===== src/rtl/lbm_bgk_collision_assert.svh =====
// ----------------------------------------------------------------------------
// LBM BGK collision assertion macros
// Shared concurrent assertion wrappers for the collision kernel.
// ----------------------------------------------------------------------------
`ifndef LBM_BGK_COLLISION_ASSERT_SVH
`define LBM_BGK_COLLISION_ASSERT_SVH

`ifndef ASSERT_OFF
`define LBC_ASSERT(lbl, clk, rst_n, prop, msg) \
    lbl: assert property (@(posedge clk) disable iff (!rst_n) (prop)) else $error(msg);
`define LBC_ASSERT_NEXT(lbl, clk, rst_n, ante, cons, msg) \
    lbl: assert property (@(posedge clk) disable iff (!rst_n) (ante) |=> (cons)) \
        else $error(msg);
`else
`define LBC_ASSERT(lbl, clk, rst_n, prop, msg)
`define LBC_ASSERT_NEXT(lbl, clk, rst_n, ante, cons, msg)
`endif

`endif


===== src/rtl/lbc_pkg.sv =====
// ----------------------------------------------------------------------------
// LBM BGK collision package
// Widths, constants, the request type and saturating helpers.
// ----------------------------------------------------------------------------
package lbc_pkg;

    localparam int VAL_W     = 32;
    localparam int FRAC_W    = 24;
    localparam int DIR_W     = 2;
    localparam int WGT_W     = 25;
    localparam int TAU_W     = 31;
    localparam int IN_DATA_W = 288;
    localparam int MUL_LAT   = 2;
    localparam int DIV_STEPS = VAL_W;
    localparam int DIV_LAT   = DIV_STEPS + 2;

    typedef logic signed [VAL_W-1:0] t_val;
    typedef logic signed [DIR_W-1:0] t_dir;

    localparam t_val VMAX    = {1'b0, {(VAL_W-1){1'b1}}};
    localparam t_val VMIN    = {1'b1, {(VAL_W-1){1'b0}}};
    localparam t_val Q_ONE   = VAL_W'(1 << FRAC_W);
    localparam t_val Q_THREE = VAL_W'(3 * (1 << FRAC_W));
    localparam t_val Q_4P5   = VAL_W'(9 * (1 << FRAC_W) / 2);
    localparam t_val Q_1P5   = VAL_W'(3 * (1 << FRAC_W) / 2);

    localparam t_dir DIR_ZERO = 2'b00;
    localparam t_dir DIR_POS  = 2'b01;
    localparam t_dir DIR_NEG2 = 2'b10;
    localparam t_dir DIR_NEG  = 2'b11;

    typedef struct packed {
        t_val             pop_in;
        t_val             density;
        t_val             vel_x;
        t_val             vel_y;
        t_val             vel_z;
        t_val             force_x;
        t_val             force_y;
        t_val             force_z;
        t_dir             dir_x;
        t_dir             dir_y;
        t_dir             dir_z;
        logic [WGT_W-1:0] lattice_weight;
        logic             bad_density;
    } t_item;

    function automatic t_val sat_add(t_val a, t_val b);
        logic signed [VAL_W:0] s;
        s = {a[VAL_W-1], a} + {b[VAL_W-1], b};
        if (s[VAL_W] != s[VAL_W-1]) return s[VAL_W] ? VMIN : VMAX;
        return t_val'(s[VAL_W-1:0]);
    endfunction

    function automatic t_val sat_sub(t_val a, t_val b);
        logic signed [VAL_W:0] s;
        s = {a[VAL_W-1], a} - {b[VAL_W-1], b};
        if (s[VAL_W] != s[VAL_W-1]) return s[VAL_W] ? VMIN : VMAX;
        return t_val'(s[VAL_W-1:0]);
    endfunction

    function automatic t_val sat_neg(t_val a);
        return (a == VMIN) ? VMAX : -a;
    endfunction

    function automatic t_val dir_term(t_dir d, t_val x);
        t_val r;
        case (d)
            DIR_POS:  r = x;
            DIR_NEG:  r = sat_neg(x);
            DIR_NEG2: r = sat_add(sat_neg(x), sat_neg(x));
            default:  r = '0;
        endcase
        return r;
    endfunction

endpackage


===== src/rtl/lbc_front.sv =====
// ----------------------------------------------------------------------------
// LBM BGK collision front end
// Accepts input requests, unpacks the fields and flags bad densities.
// ----------------------------------------------------------------------------
module lbc_front (
    input  logic                          i_tvalid,
    output logic                          o_tready,
    input  logic [lbc_pkg::IN_DATA_W-1:0] i_tdata,
    input  logic                          i_full,
    output logic                          o_push,
    output lbc_pkg::t_item                o_item
);
    import lbc_pkg::*;

    t_item item;

    always_comb begin
        item.pop_in         = t_val'(i_tdata[0*VAL_W +: VAL_W]);
        item.density        = t_val'(i_tdata[1*VAL_W +: VAL_W]);
        item.vel_x          = t_val'(i_tdata[2*VAL_W +: VAL_W]);
        item.vel_y          = t_val'(i_tdata[3*VAL_W +: VAL_W]);
        item.vel_z          = t_val'(i_tdata[4*VAL_W +: VAL_W]);
        item.force_x        = t_val'(i_tdata[5*VAL_W +: VAL_W]);
        item.force_y        = t_val'(i_tdata[6*VAL_W +: VAL_W]);
        item.force_z        = t_val'(i_tdata[7*VAL_W +: VAL_W]);
        item.dir_x          = t_dir'(i_tdata[8*VAL_W +: DIR_W]);
        item.dir_y          = t_dir'(i_tdata[8*VAL_W + DIR_W +: DIR_W]);
        item.dir_z          = t_dir'(i_tdata[8*VAL_W + 2*DIR_W +: DIR_W]);
        item.lattice_weight = i_tdata[8*VAL_W + 3*DIR_W +: WGT_W];
        item.bad_density    = (item.density <= t_val'(0));
    end

    assign o_tready = ~i_full;
    assign o_push   = i_tvalid & ~i_full;
    assign o_item   = item;

endmodule


===== config.mk =====
export PLATFORM = sky130hd
export DESIGN_NAME = lbc_front
export DESIGN_NICKNAME = d
export VERILOG_FILES = /design/src/rtl/lbm_bgk_collision_assert.svh /design/src/rtl/lbc_pkg.sv /design/src/rtl/lbc_front.sv
export SDC_FILE = /design/constraint.sdc
export NUM_CORES = 1
export LEC_CHECK = 0
export BUFFER_PORTS_ARGS = -buffer_cell sky130_fd_sc_hd__buf_2
export CAP_MARGIN = 10
export CORE_AREA = 2 2 228 230
export DETAILED_ROUTE_END_ITERATION = 7
export DIE_AREA = 0 0 230 232
export SETUP_SLACK_MARGIN = 0.1
export SLEW_MARGIN = 20
export SYNTH_ARGS = -nofsm -noshare
export SYNTH_HDL_FRONTEND = slang
export SYNTH_SLANG_ARGS = --single-unit

===== constraint.sdc =====
create_clock -name vclk -period 0.8
set_input_delay 0.12 -clock vclk [all_inputs]
set_output_delay 0.12 -clock vclk [all_outputs]
set_load 0.05 [all_outputs]

# ---- After elaboration in Yosys (flattened, before gate mapping)
# Index checks and enable logic that the tools add are counted.
dict set report word_totals {
  input_bits 290
  elab_cells 3
  out_inout_bits 290
  mem_count 0
  ramBits 0
  rom_bits 0
  latchBits 0
  register_bits 0
}
dict set report classes {
  n_reduce_logical 0
  multipliers 0
  shifts 0
  n_lt_le_gt_ge 1
  add_sub_neg 0
  muxes 0
  eq_ne 0
  div 0
  bitwise 2
}
# op count
set op_table {}
lappend op_table {{$le 32x1->1 const B} 1}
lappend op_table {{$and 1x1->1} 1}
lappend op_table {{$not 1->1} 1}

# ---- Depth between registers and ports, before layout
# Gate-level depths: netlist of run 1.
dict set report logic_depth {
  depth_word 2
  mapped_depth 3
  mapped_depth_nobuf 3
}

# ---- Least setup slack after synthesis of run 1
# No wires, ideal clock.
dict set report synth_timing {
  kind {in2out}
  startpoint {input i_tdata[56] (netlist name)}
  endpoint {output o_item[0] (netlist name)}
  t_arrival_ns 1.245
  path_buffers 0
  slack_ns -0.565
  path_stages 3
  t_required_ns 0.680
  cell_sequence {nor4_1 nand4_1 o21bai_1}
}
# element line
set synth_lines {}
lappend synth_lines {{from (decl)} lbc_front.sv:8} ;# input logic [lbc_pkg::IN_DATA_W-1:0] i_tdata,
lappend synth_lines {{to (decl)} lbc_front.sv:11} ;# output lbc_pkg::t_item o_item

==> run summary, run 1 <==
vias per cell: 1.32
Final Wtd Congestion: 0.510
Tot Pwr: 0.000792 W
register area: 0 µm²
WL/cell: 14.9 µm
area share of the largest cell type after synthesis: 95.6%
failing checks: setup timing
HPWL Detailed: 10.3 mm
IO Pins: 580
CP startpoint kind: input pin
register area share after synthesis: 0%
starting density of the core: 4.43%
Leak: 0.438 nW
area of the multi-input gates: 175 µm²
DRC Markers: 0
status: finished with violations
maxcap violations: 0
synth cell count leaders: 287 x buf_4, 5 x nor4_1, 3 x nor4_2, 2 x nand4_1
maximum vdd drop: 95.8 µV
Fillers: 6,078
crit path time final: 1250 ps
Place WS: -579 ps
power per cell area: 480 nW/µm²
synth unique cells: 7
Max Slew Vio Count: 0
fin util: 3.25%
final WL: 11.6 mm
hold bufs inserted after CTS: 0
FFs & Latches: 0
setup violators final: 1
f_max: 0.801 GHz
Layout Area Growth over Synthesis: -26.7%
HP Class: input pin to primary output
Setup CP Type: input pin to primary output
grt total ovfl: 0
Synth Net Count: 590
YS warnings: 0
GRT Resource Usage Total: 3.92%
area of the core: 50,900 µm²
Syn Area/Cell: 7.51 µm²
Worst-Margin Slew: 332 ps
most numerous cell in the Yosys netlist: buf_4
share of cells above drive strength 1: 97.0%
Layout Nets: 393
post-detailed-route count of antenna-violating nets: 0
RSZ-0062 raised after global routing: yes
dominant cells by area after synthesis: buf_4 96%, nor4_2 1.7%, nor4_1 1.4%
WP data required: 680 ps
Worst Setup End Kind: primary output
number of global-route vias before repair: 1,156
antenna cells: 0
Post-DP Area: 1580 µm²
initial antenna violation count: 3
Final WS setup: -449 ps
Die Wd: 230 µm
port bufs: 69
largest net degree at the start of global routing: 3
First-pass DRT Iterations: 4
die height: 232 µm
critical path peak fanout: 2
relative slew slack: 78.0%
Die ar.: 53,400 µm²
initial drt markers: 20
synthesized area: 2250 µm²
Mapped Cells: 300
Critical Path AT: 1130 ps
Synth area leader: buf_4
# clk buffers: 0
via total after detailed routing: 1,032
Final Hold Viols: 0
final non-filler cell area: 1650 µm²
global-route wire length before repair: 13.1 mm
period utilization: 156%
row count: 83
critical path, cell delays in order:
cell and delay, ps:
buf_8 100, nor4_4 260, buf_4 160, nand4_1 170, o21bai_4 160, buf_6 170
routing by layer:
metal / global-route usage, % / wire length, µm
met5: 0 / 0
met4: 4.66 / 1550
met1: 0.960 / 1110
met2: 7.70 / 5960
met3: 3.99 / 3020
through the flow:
step | hold slack [ps] | TNS (ps) | instances
finish | 240 | -449 | 781
global route | 240 | -532 | 781
CTS | 240 | -460 | 781
detailed placement | 240 | -579 | 781
global placement | 240 | -604 | 781
floorplan | 335 | -193 | 300
report_power, final:
group          internal [W]  total (W)  switching (W)
Sequential                0          0              0
Clock                     0          0              0
Combinational      0.000273   0.000792       0.000519
Total              0.000273   0.000792       0.000519
kinds of logic (layout without fill, tap and decap cells):
group | after synthesis | after routing | synth area share, %
and+or+nand+nor | 11 | 11 | 3.89
AOI/OAI and AO/OA | 1 | 1 | 0.333
buffers and inverters | 288 | 89 | 95.8
layout make-up:
type	count	area share [%]
Multi-Input combinational cell	12	10.6
Inverter	1	0.227
Tap cell	680	51.5
Timing Repair Buffer	88	37.7
timing repair:
action,4_1_cts,5_1_grt
setup buffers,0,0
endpoints found under the setup margin,13,3
resized for setup,18,3
hold endpoints to repair,0,0
worst paths after layout:
| kind | startpoint | to | cells past startpoint |
|---|---|---|---|
| worst min-delay path | i_tdata[164] | o_item[100] | 0 |
| worst max-delay path | i_tdata[56] | o_item[0] | 6 |
layout by cell type, fill, tap and decap left out, drive strengths merged:
master	count
o21bai	1
clkbuf	1
nor2b	1
nor4	8
buf	87
nand4	2
inv	1
(Power assumes the default switching activity.)
==> run 2, diff against run 1 <==
PLACE_DENSITY = 0.3   (was default)
==> run summary, run 2 (synthesized netlist as in run 1, its figures left out) <==
status: finished with violations
failing checks: setup timing
Die ar.: 53,400 µm² (unchanged)
power per cell area: 468 nW/µm² (-2.4%)
Place WS: -618 ps (-39.3 ps)
# clk buffers: 0 (unchanged)
setup violators final: 1 (unchanged)
post-detailed-route count of antenna-violating nets: 0 (unchanged)
commonest non-fill, non-tap cell in the layout: buf_2
f_max: 0.775 GHz (-3.2%)
relative slew slack: 80.4% (+2.4 points)
Tot Pwr: 0.000770 W (-2.8%)
First-pass DRT Iterations: 3 (-1)
GRT Resource Usage Total: 2.93% (-0.99 points)
HP Class: input pin to primary output
Leak: 0.443 nW (+0.99%)
WHS: 240 ps (-0.00300 ps)
area of the core: 50,900 µm² (unchanged)
port bufs: 69 (unchanged)
final WL: 8.89 mm (-24%)
Layout Area Growth over Synthesis: -27.0%
commonest non-fill, non-tap cells in the layout: 44 x buf_2, 40 x buf_4, 5 x nor4_4
largest net degree at the start of global routing: 3 (unchanged)
WP data required: 680 ps (about the same)
Bufs and invs on worst path: 3 (unchanged)
Hold Path Depth: 0 (unchanged)
IO Pins: 580 (unchanged)
CP startpoint kind: input pin
row count: 83 (unchanged)
Final WS setup: -490 ps (-41.1 ps)
Worst-Margin Slew: 292 ps (-40.4 ps)
RSZ-0062 raised after global routing: yes
Die Wd: 230 µm (unchanged)
Layout Nets: 396 (+0.76%)
share of cells above drive strength 1: 96.2% (-0.88 points)
Crit path depth: 6 (unchanged)
grt total ovfl: 0 (unchanged)
period utilization: 161% (+5.1 points)
register area: 0 µm² (unchanged)
number of global-route vias before repair: 1,122 (-2.9%)
FFs & Latches: 0 (unchanged)
Max Slew Vio Count: 0 (unchanged)
Worst Setup End Kind: primary output
Endpoint, Worst Hold: o_item[132]
maxcap violations: 0 (unchanged)
crit path time final: 1290 ps (+41.1 ps)
Final Wtd Congestion: 0.590 (+16%)
starting density of the core: 4.43% (unchanged)
WL/cell: 11.3 µm (-24%)
maximum vdd drop: 88.2 µV (-7.9%)
initial drt markers: 34 (+70%)
Final Hold Viols: 0 (unchanged)
Setup CP Type: input pin to primary output
Fillers: 6,095 (+0.28%)
via total after detailed routing: 988 (-4.3%)
initial antenna violation count: 0 (-3)
cell family with most CP delay: buffers and inverters
critical path's largest stage delay: 290 ps (+30 ps)
HPWL Detailed: 7.71 mm (-25%)
Crit-path slowest cell: nor4_4
Critical Path AT: 1170 ps (+40 ps)
die height: 232 µm (unchanged)
worst-path cell chain: buf_2 > nor4_4 > buf_4 > nand4_1 > o21bai_4 > buf_12
worst hold start: i_tdata[132]
fin util: 3.23% (-0.012 points)
critical path peak fanout: 2 (unchanged)
antenna cells: 0 (unchanged)
vias per cell: 1.26 (-4.6%)
DRC Markers: 0 (unchanged)
global-route wire length before repair: 10.2 mm (-22%)
==> run 2: cell types whose count changed in the layout (fill, tap and decap cells not counted), sizes merged <==
cell and change:
buf +2, clkbuf +1
==> run 2: where the power goes <==
group          total, W  internal, W  switching (W)
sequential            0            0              0
clock                 0            0              0
combinational  0.000770     0.000265       0.000506
total          0.000770     0.000265       0.000506
==> run 2: area by class of cell <==
| class | instances | area, µm² | area share, % |
|---|---|---|---|
| Multi-Input combinational cell | 12 | 178 | 10.8 |
| Tap cell | 680 | 851 | 51.7 |
| Inverter | 1 | 3.75 | 0.228 |
| Timing Repair Buffer | 91 | 613 | 37.3 |
==> run 2: worst max-delay path by stage <==
stage | startpoint | endpoint | slack [ps]
2_1_floorplan | i_tdata[40] | o_item[0] | -190
3_3_place_gp | i_tdata[32] | o_item[0] | -630
3_5_place_dp | i_tdata[32] | o_item[0] | -620
4_1_cts | i_tdata[55] | o_item[0] | -530
5_1_grt | i_tdata[33] | o_item[0] | -570
6_report | i_tdata[33] | o_item[0] | -490
==> run 2: repair_timing <==
item                                    in CTS  in global routing
endpoints found under the setup margin      18                  3
pin swaps                                    3                  1
setup buffers                                0                  0
hold buffers                                 0                  0
resized for setup                           26                  2
==> run 2: per-stage QoR <==
step	instances	TNS, ps	cell area (µm²)
after floorplan	300	-193	2320
after global placement	784	-631	1560
after detailed placement	784	-618	1560
after CTS	784	-533	1640
after global routing	784	-568	1650
final	784	-490	1650
==> run 2: layer usage <==
layer,track usage (%),up-vias,share of wire [%]
met5,0.184,-,0
met4,4.66,0,17
met1,0.702,352,11
met2,5.39,268,48
li1,-,242,-
met3,2.73,126,24
