File: src/rtl/lbm_bgk_collision_assert.svh
// ----------------------------------------------------------------------------
// LBM BGK collision assertion macros
// Shared concurrent assertion wrappers for the collision kernel.
// ----------------------------------------------------------------------------
`ifndef LBM_BGK_COLLISION_ASSERT_SVH
`define LBM_BGK_COLLISION_ASSERT_SVH

`ifndef ASSERT_OFF
`define LBC_ASSERT(lbl, clk, rst_n, prop, msg) \
    lbl: assert property (@(posedge clk) disable iff (!rst_n) (prop)) else $error(msg);
`define LBC_ASSERT_NEXT(lbl, clk, rst_n, ante, cons, msg) \
    lbl: assert property (@(posedge clk) disable iff (!rst_n) (ante) |=> (cons)) \
        else $error(msg);
`else
`define LBC_ASSERT(lbl, clk, rst_n, prop, msg)
`define LBC_ASSERT_NEXT(lbl, clk, rst_n, ante, cons, msg)
`endif

`endif

File: src/rtl/lbc_pkg.sv
// ----------------------------------------------------------------------------
// LBM BGK collision package
// Widths, constants, the request type and saturating helpers.
// ----------------------------------------------------------------------------
package lbc_pkg;

    localparam int VAL_W     = 32;
    localparam int FRAC_W    = 24;
    localparam int DIR_W     = 2;
    localparam int WGT_W     = 25;
    localparam int TAU_W     = 31;
    localparam int IN_DATA_W = 288;
    localparam int MUL_LAT   = 2;
    localparam int DIV_STEPS = VAL_W;
    localparam int DIV_LAT   = DIV_STEPS + 2;

    typedef logic signed [VAL_W-1:0] t_val;
    typedef logic signed [DIR_W-1:0] t_dir;

    localparam t_val VMAX    = {1'b0, {(VAL_W-1){1'b1}}};
    localparam t_val VMIN    = {1'b1, {(VAL_W-1){1'b0}}};
    localparam t_val Q_ONE   = VAL_W'(1 << FRAC_W);
    localparam t_val Q_THREE = VAL_W'(3 * (1 << FRAC_W));
    localparam t_val Q_4P5   = VAL_W'(9 * (1 << FRAC_W) / 2);
    localparam t_val Q_1P5   = VAL_W'(3 * (1 << FRAC_W) / 2);

    localparam t_dir DIR_ZERO = 2'b00;
    localparam t_dir DIR_POS  = 2'b01;
    localparam t_dir DIR_NEG2 = 2'b10;
    localparam t_dir DIR_NEG  = 2'b11;

    typedef struct packed {
        t_val             pop_in;
        t_val             density;
        t_val             vel_x;
        t_val             vel_y;
        t_val             vel_z;
        t_val             force_x;
        t_val             force_y;
        t_val             force_z;
        t_dir             dir_x;
        t_dir             dir_y;
        t_dir             dir_z;
        logic [WGT_W-1:0] lattice_weight;
        logic             bad_density;
    } t_item;

    function automatic t_val sat_add(t_val a, t_val b);
        logic signed [VAL_W:0] s;
        s = {a[VAL_W-1], a} + {b[VAL_W-1], b};
        if (s[VAL_W] != s[VAL_W-1]) return s[VAL_W] ? VMIN : VMAX;
        return t_val'(s[VAL_W-1:0]);
    endfunction

    function automatic t_val sat_sub(t_val a, t_val b);
        logic signed [VAL_W:0] s;
        s = {a[VAL_W-1], a} - {b[VAL_W-1], b};
        if (s[VAL_W] != s[VAL_W-1]) return s[VAL_W] ? VMIN : VMAX;
        return t_val'(s[VAL_W-1:0]);
    endfunction

    function automatic t_val sat_neg(t_val a);
        return (a == VMIN) ? VMAX : -a;
    endfunction

    function automatic t_val dir_term(t_dir d, t_val x);
        t_val r;
        case (d)
            DIR_POS:  r = x;
            DIR_NEG:  r = sat_neg(x);
            DIR_NEG2: r = sat_add(sat_neg(x), sat_neg(x));
            default:  r = '0;
        endcase
        return r;
    endfunction

endpackage

File: src/rtl/lbc_queue.sv
// ----------------------------------------------------------------------------
// LBM BGK collision request queue
// Two-entry queue between the front end and the datapath.
// ----------------------------------------------------------------------------
`include "lbm_bgk_collision_assert.svh"

module lbc_queue (
    input  logic           i_clk,
    input  logic           i_rst_n,
    input  logic           i_push,
    input  lbc_pkg::t_item i_item,
    input  logic           i_pop,
    output logic           o_full,
    output logic           o_vld,
    output lbc_pkg::t_item o_head
);
    import lbc_pkg::*;

    t_item      r_mem [2];
    logic       r_wr_ptr;
    logic       r_rd_ptr;
    logic [1:0] r_cnt;
    logic       push;
    logic       pop;

    assign push = i_push && (r_cnt != 2'd2);
    assign pop  = i_pop && (r_cnt != 2'd0);

    always_ff @(posedge i_clk) begin
        if (push) begin
            r_mem[r_wr_ptr] <= i_item;
        end
    end

    always_ff @(posedge i_clk) begin
        if (!i_rst_n) begin
            r_wr_ptr <= 1'b0;
            r_rd_ptr <= 1'b0;
            r_cnt    <= 2'd0;
        end else begin
            if (push) r_wr_ptr <= ~r_wr_ptr;
            if (pop)  r_rd_ptr <= ~r_rd_ptr;
            r_cnt <= r_cnt + 2'(push) - 2'(pop);
        end
    end

    assign o_full = (r_cnt == 2'd2);
    assign o_vld  = (r_cnt != 2'd0);
    assign o_head = r_mem[r_rd_ptr];

    `LBC_ASSERT(a_cnt_range, i_clk, i_rst_n, r_cnt <= 2'd2, "queue count out of range")
    `LBC_ASSERT_NEXT(a_cnt_up, i_clk, i_rst_n, push && !pop, r_cnt == $past(r_cnt) + 2'd1, "queue count did not rise")
    `LBC_ASSERT_NEXT(a_cnt_dn, i_clk, i_rst_n, pop && !push, r_cnt == $past(r_cnt) - 2'd1, "queue count did not fall")

endmodule

File: config.mk
export PLATFORM = sky130hd
export DESIGN_NAME = lbc_queue
export DESIGN_NICKNAME = d
export VERILOG_FILES = /design/src/rtl/lbc_pkg.sv /design/src/rtl/lbc_queue.sv
export VERILOG_INCLUDE_DIRS = /design/src /design/src/rtl
export SDC_FILE = /design/constraint.sdc
export NUM_CORES = 1
export LEC_CHECK = 0
export ABC_AREA = 1
export BUFFER_PORTS_ARGS = -buffer_cell sky130_fd_sc_hd__buf_2
export CORE_UTILIZATION = 25
export DETAILED_ROUTE_END_ITERATION = 10
export SLEW_MARGIN = 40
export SYNTH_ARGS = -nofsm -noshare
export SYNTH_HDL_FRONTEND = slang
export SYNTH_SLANG_ARGS = --single-unit
export TNS_END_PERCENT = 10
File: constraint.sdc
create_clock -name i_clk -period 15 [get_ports i_clk]
set_input_delay 0.75 -clock i_clk [delete_from_list [all_inputs] [get_ports i_clk]]
set_output_delay 0.75 -clock i_clk [all_outputs]
set_load 0.02 [all_outputs]
### After elaboration in Yosys (flattened, before gate mapping)

Memories as Yosys holds them, arrays and structs flattened. A register that Yosys moved wholly into a read port is not among the register bits.
Cells that the tools add are included.
W data, S select, Z words.

* latch bits: 0
* bits in registers: 4
* memory bits (writable): 576
* ROM bits: 0
* input port bits: 292
* memories: 1
* logic and storage cells: 17

Memories
* r_mem: depth 2, width 288, rd ports 1, clocked after Yosys merged registers in 1, wr ports 1, line lbc_queue.sv:19 `t_item r_mem [2];`

* equality and inequality tests: 2
* $add $sub $neg: 2
* multiplexer cells: 4
* reduce and logical (&&, ||, !) cells: 3
* $mul: 0
* shift-type cells: 0
* bitwise gates (word level): 2
* divide/modulo/power cells: 0
* $lt $le $gt $ge: 0

Operators with widths (count)
* $mux W1: 4
* $add A2 B1 Y2: 1
* $eq A2 B2 Y1 const B: 1
* $logic_and A1 B1 Y1: 2
* $ne A2 B2 Y1 const B: 1
* $not A1 Y1: 2
* $reduce_bool A2 Y1: 1
* $sub A2 B1 Y2: 1

### Depth between registers and ports, before layout

Gate-level depths: netlist (run 1).

* depth after elaboration: 4
* mapped depth: 11
* mapped depth without buffers: 11

### Least setup slack after synthesis (run 1)

Ideal clock, no wire load.

* path type: input to register
* start: in i_push
* end: mem r_mem[0][0] (netlist name), enable pin
* setup slack: 1313 ps
* library setup time: 942 ps
* stages on the path: 2
* arrival: 12745 ps
* cells stage by stage: nand2_1 > nor2_1

* cells in the longest elaborated chain, start to end: 3

RTL lines
* start, declared: line lbc_queue.sv:10 `input logic i_push,`
* $logic_and A1 B1 Y1: line lbc_queue.sv:26 `assign push = i_push && (r_cnt != 2'd2);`
* $mux W1: line lbc_queue.sv:30 `if (push) begin`
* $mux W1 (not written as such): line lbc_queue.sv:31 `r_mem[r_wr_ptr] <= i_item;`
* end, declared: line lbc_queue.sv:19

Every way passes these cells.

==> metrics.yaml, run 1 <==
status: "complete, no violations"
clkTransAtPathRegs_ps: 60
ir_worst_vdd_mv: 0.1470
critPathKind: "flop to primary output"
period_share: 0.3105
wl_met3_um: 4109
yosysSeqAreaShare: 0.7957
cts_resized: 0
top_layer_used: "met5"
gp_congestion: 0.8138
synth_area_um2: 21860
pre_cts_ws_ps: 10590
drive_gt1_frac: 0.6027
fmax_mhz: 214.7
clockPowerShare: 0.289
post_dp_cell_area_um2: 26040
io_pins: 582
crit_fanout: 52
cpMostUsedCell: "buf_6"
hold_buffers: 0
fillCellCount: 8467
most-common-layout-cells: "buf_2 (581), edfxtp_1 (576), mux2_4 (201)"
cp-start-kind: "flop"
syn_nets: 1228
fin_nets: 1854
synth_area_per_cell_um2: 23.41
worstPathArrival_ps: 3910
drt_first_pass_iters: 4
grt_pass1_wl_um: 70730
power.switching_mw: 1.429
instances_no_fill: 2770
yosys_register_bits: 581
start_util: 0.2520
ys_types: 12
hpwl_um: 33430
core_region_area_um2: 86750
grt_pass1_vias: 11840
root_buffer: "clkbuf_16"
timing.critical_path.cells: "buf_12, buf_4, buf_6, buf_6, mux2_4, buf_2"
antenna_found_initial: 15
p_total_mw: 4.851
clock-sinks: 581
tightest_slew_ps: 774.3
p_leak_nw: 10.59
min_period_ps: 4657
max_cap_viol_count: 0
p_sw_frac: 0.2946
tns_ps: 0
die_w_um: 297.7
end_kind: "primary output"
crit_required_ps: 14250
seqPwrFrac: 0.438
final_area_um2: 27980
final_antenna_net_count: 0
maxSlewViolCount: 0
vias_per_cell: 3.964
cts_buffers: 61
via_count: 10980
final-setup-viol-count: 0
rsz0062_at_grt: "no"
powerDensity_nw_per_um2: 173.4
hold_viol_final: 0
slowest_stage: "buf_6"
met1_length_um: 17460
slowest_delay_ps: 610
finalWorstSetupSlack_ps: 10340
globalRouteOverflowTotal: 0
grt_start_max_net_pins: 141
grt_use_total: 0.1042
clock_latency_ps: 600
p_int_mw: 3.422
clock_path_buffers: 3
io_buffers: 581
cts_setup_buffers: 0
crit_family: "buffers and inverters"
die_area_um2: 88650
final_common_cell: "buf_2"
p_comb_frac: 0.273
drt-initial-drc-count: 554
routed_wl_um: 48290
core.rowCount: 108
synthCells: 934
skew_ps: 15.79
die_h_um: 297.7
numPlacedInstances: 2650
drc_errors: 0
min_path_type: "input pin to flop"
cts_max_level: 2
worst-path-buf-inv: 5
wl_met2_um: 25130
slew_headroom: 0.4838
syn_to_final_growth_pct: 27.97
cts_tree: "done"
routedWlPerCell_um: 17.43
yosysWarnings: 0
[cell usage after synthesis (all sizes together)]
master | number | area (um^2)
mux2 | 288 | 3998
ha | 2 | 25.02
buf | 32 | 322.8
edfxtp | 576 | 17300
dfxtp | 5 | 100.1
nand3 | 3 | 15.01
nor2 | 8 | 30.03
a21oi | 2 | 10.01
nand2 | 9 | 33.78
inv | 9 | 33.78
[through the flow]
step | utilization | hold WS [ps]
2_1_floorplan | - | 467.5
3_3_place_gp | 0.2998 | 489.4
3_5_place_dp | 0.3002 | 512.4
4_1_cts | 0.3216 | 270.5
5_1_grt | 0.3224 | 281.0
6_report | 0.3225 | 329.0
[worst paths after layout]
| check | slack [ps] | cells past startpoint | start | to |
|---|---|---|---|---|
| min | 330 | 1 | i_item[56] | r_mem[1][56] |
| min reg2reg | 540 | 2 | r_rd_ptr | r_rd_ptr |
| max | 10340 | 6 | flop | o_head[266] |
| max reg2reg | 11940 | 7 | r_cnt[0] | r_mem[0][163] |
[cell families after synthesis]
kind of cell	after synthesis	synth area share
buf+inv	41	0.01631
compound gates	2	0.0004578
flops	581	0.7957
mux	288	0.1828
fa+ha+maj	2	0.001144
simple gates	20	0.003605
[flip-flops by register name, summed over array words and instances (netlist names), named ones only]
register and cells:
r_rd_ptr 1, r_mem 576, r_wr_ptr 1, r_cnt 2
[cell type report]
cell class / count / area [um^2] / area share
inverters: 9 / 41.29 / 0.001476
multi-input cells: 312 / 4119 / 0.1472
flip-flops and latches: 581 / 17400 / 0.6219
clock inverters: 32 / 231.5 / 0.008273
well taps: 1155 / 1445 / 0.05165
repair buffers: 595 / 3092 / 0.1105
clock buffers: 77 / 1629 / 0.05822
diodes: 9 / 22.52 / 0.0008049
[power groups by stage]
stage	combinational (mW)	clock (mW)	sequential, mW
2_1_floorplan	0.954	0	2.23
3_3_place_gp	1.31	0	2.16
3_5_place_dp	1.32	0	2.18
4_1_cts	1.33	1.45	2.14
5_1_grt	1.40	1.51	2.14
6_report	1.32	1.40	2.12
[per-layer routing]
metal  GRT usage  vias to the layer above
met2      0.1860                      420
met1      0.1115                     5477
met3     0.03726                       93
li1            -                     4983
met4     0.04062                        6
met5           0                        -
Power figures use the tool's default switching activity.
==> inputs of run 2 (changes only) <==
--- a/config.mk
+++ b/config.mk
@@ -6,7 +6,7 @@
 export SDC_FILE = /design/constraint.sdc
 export NUM_CORES = 1
 export LEC_CHECK = 0
-export ABC_AREA = 1
+export ABC_AREA = 0
 export BUFFER_PORTS_ARGS = -buffer_cell sky130_fd_sc_hd__buf_2
 export CORE_UTILIZATION = 25
 export DETAILED_ROUTE_END_ITERATION = 10
==> constraint.sdc (replaced) <==
create_clock -name i_clk -period 4 [get_ports i_clk]
set_input_delay 0.2 -clock i_clk [delete_from_list [all_inputs] [get_ports i_clk]]
set_output_delay 0.2 -clock i_clk [all_outputs]
set_load 0.02 [all_outputs]
==> metrics.yaml, run 2 <==
seqPwrFrac: 0.400  # was 0.438
globalRouteOverflowTotal: 0  # unchanged
hold_buffers: 291  # was 0
fin_util: 0.3624  # was 0.3225
netlist_top_cells_area: "edfxtp_1 (79%), mux2_4 (14%), mux2_2 (4.5%)"  # unchanged
clock_latency_ps: 590  # was 600 ps
drt-initial-drc-count: 463  # was 554
ir_worst_vdd_mv: 0.4123  # was 0.1470 mV
critPathKind: "flop to primary output"  # unchanged
grt_use_total: 0.1143  # was 0.1042
status: "complete, no violations"  # unchanged
cts_max_level: 3  # was 2
core_region_area_um2: 86620  # was 86750 um^2
cts_setup_buffers: 0  # unchanged
cp-start-kind: "flop"  # unchanged
slew_headroom: 0.5110  # was 0.4838
ys_types: 19  # was 12
die_h_um: 297.7  # about the same
io_buffers: 581  # unchanged
synth_top_area_cell: "edfxtp_1"  # unchanged
drt_first_pass_iters: 4  # unchanged
end_kind: "primary output"  # unchanged
clock-sinks: 581  # unchanged
vias_per_cell: 3.954  # was 3.964
worstPathArrival_ps: 2380  # was 3910 ps
period_share: 0.6444
r2r_cells: 4  # was 7
clockPowerShare: 0.289  # about the same
drc_errors: 0  # unchanged
grt_start_max_net_pins: 102  # was 141
min_period_ps: 2577
skew_ps: 26.93  # was 15.79 ps
crit_end: "o_head[98]"  # was o_head[266]
max_cap_viol_count: 0  # unchanged
tns_ps: 0  # unchanged
routed_wl_um: 51990  # was 48290 um
hold_viol_final: 0  # unchanged
crit_required_ps: 3800  # was 14250 ps
die_area_um2: 88600  # was 88650 um^2
yosys_register_bits: 581  # unchanged
synth-edff-count: 576  # unchanged
io_pins: 582  # unchanged
largest-register: "r_mem"  # unchanged
p_int_mw: 14.04  # was 3.422 mW
hpwl_um: 34590  # was 33430 um
yosysSeqAreaShare: 0.7961  # was 0.7957
grt_pass1_wl_um: 78060  # was 70730 um
syn_nets: 1217  # was 1228
grt_pass1_vias: 13560  # was 11840
most-common-layout-cells: "buf_2 (581), edfxtp_1 (576), dlygate4sd3_1 (291)"  # was buf_2 (581), edfxtp_1 (576), mux2_4 (201)
antenna_found_initial: 7  # was 15
fmax_mhz: 388.0
async_flop_share: 0  # unchanged
root_buffer: "clkbuf_16"  # unchanged
final_antenna_net_count: 0  # unchanged
gp_congestion: 0.7991  # was 0.8138
regToRegEndpoint: "r_mem[0][227]"  # was r_mem[0][163]
syn_to_final_growth_pct: 43.62  # was 27.97%
yosysWarnings: 0  # unchanged
clock_path_buffers: 3  # unchanged
maxSlewViolCount: 0  # unchanged
cts_resized: 0  # unchanged
num_antenna_cells: 0  # was 9
cts_tree: "done"  # unchanged
die_w_um: 297.7  # about the same
clkTransAtPathRegs_ps: 60  # about the same
synth_ff_type: "edfxtp_1"  # unchanged
cts_buffers: 67  # was 61
p_sw_frac: 0.3069  # was 0.2946
synth_top_area_frac: 0.7915  # was 0.7911
via_count: 12150  # was 10980
synth_area_per_cell_um2: 23.68  # was 23.41 um^2
routedWlPerCell_um: 16.92  # was 17.43 um
powerDensity_nw_per_um2: 645.5  # was 173.4 nW/um^2
final_common_cell: "buf_2"  # unchanged
worstReg2RegStart: "r_cnt[0]"  # unchanged
synthCells: 923  # was 934
reg.largest.list: "r_mem x576, r_cnt x2"  # unchanged
p_total_mw: 20.26  # was 4.851 mW
p_comb_frac: 0.310  # was 0.273
drive_gt1_frac: 0.5243  # was 0.6027
power.switching_mw: 6.218  # was 1.429 mW
rsz0062_at_grt: "no"  # unchanged
largest_reg_flops: 576  # unchanged
final-setup-viol-count: 0  # unchanged
min_path_type: "input pin to flop"  # unchanged
start_util: 0.2523  # was 0.2520
fillCellCount: 8041  # was 8467
synth_most_common_cell: "edfxtp_1"  # unchanged
synth_area_um2: 21850  # was 21860 um^2
p_leak_nw: 12.01  # was 10.59 nW
synth_common_cells: "edfxtp_1 (576), mux2_4 (201), mux2_2 (87)"  # unchanged
rrSetupSlack_ps: 2040  # was 11940 ps
crit_fanout: 49  # was 52
core.rowCount: 108  # unchanged
tightest_slew_ps: 733.5  # was 774.3 ps
fin_nets: 2161  # was 1854
## run 2: final cells by class
class	count	area, um^2	area share
Sequential cell	581	17400	0.5544
Timing Repair Buffer	907	6259	0.1994
Multi-Input combinational cell	307	4150	0.1322
Clock buffer	86	1790	0.05705
Tap cell	1155	1445	0.04604
Clock inverter	33	329.1	0.01048
Inverter	3	11.26	0.0003588
## run 2: power by group through the flow
stage / sequential (mW) / clock (mW) / combinational [mW]
after floorplan: 8.27 / 0 / 4.29
after global placement: 8.23 / 0 / 6.01
after detailed placement: 8.29 / 0 / 6.07
after CTS: 8.17 / 6.07 / 6.33
after global routing: 8.20 / 6.30 / 6.65
final: 8.11 / 5.86 / 6.29
## run 2: kinds of logic (layout without fill, tap and decap cells)
| family | Yosys count | in the layout | synth area share |
|---|---|---|---|
| adder cells (fa/ha/maj) | 2 | 2 | 0.001145 |
| AO/OA/AOI/OAI | 1 | 1 | 0.0003437 |
| buffers and inverters | 35 | 1029 | 0.01529 |
| multiplexers | 289 | 289 | 0.1834 |
| XOR/XNOR | 2 | 2 | 0.0008017 |
| flip-flops | 581 | 581 | 0.7961 |
| AND/OR/NAND/NOR | 13 | 13 | 0.002977 |
## run 2: metal layers
| metal | GRT usage | vias to the layer above | routed length, um |
|---|---|---|---|
| li1 | - | 5578 | - |
| met1 | 0.1244 | 6057 | 20010 |
| met2 | 0.2052 | 406 | 26680 |
| met3 | 0.03726 | 97 | 3831 |
| met4 | 0.04271 | 8 | 1409 |
| met5 | 0 | - | 53 |
## run 2: worst max-delay path, stage by stage (launching register included)
cell,delay (ps)
dfxtp_4,580
buf_12,260
buf_12,350
mux2_4,350
buf_2,160
## run 2: how the worst min path moves through the flow
| stage | slack [ps] | depth (start not counted) | end | startpoint |
|---|---|---|---|---|
| 3_5_place_dp | 390 | 1 | r_mem[0][40] | i_item[40] |
| 2_1_floorplan | 300 | 0 | r_mem[0][0] | i_item[0] |
| 4_1_cts | 270 | 2 | r_mem[1][91] | i_item[91] |
| 3_3_place_gp | 390 | 1 | r_mem[0][53] | i_item[53] |
| 5_1_grt | 290 | 2 | r_mem[0][279] | i_item[279] |
| 6_report | 330 | 2 | r_mem[0][279] | i_item[279] |
## run 2: metrics by stage
step	instances	area, um^2	hold slack, ps	setup WS [ps]
2_1_floorplan	923	21880	298.9	-1191
4_1_cts	3071	31370	270.0	1193
5_1_grt	3072	31390	292.4	1284
6_report	3072	31390	326.3	1423
3_3_place_gp	2659	26290	387.8	1826
3_5_place_dp	2661	26330	391.0	1862
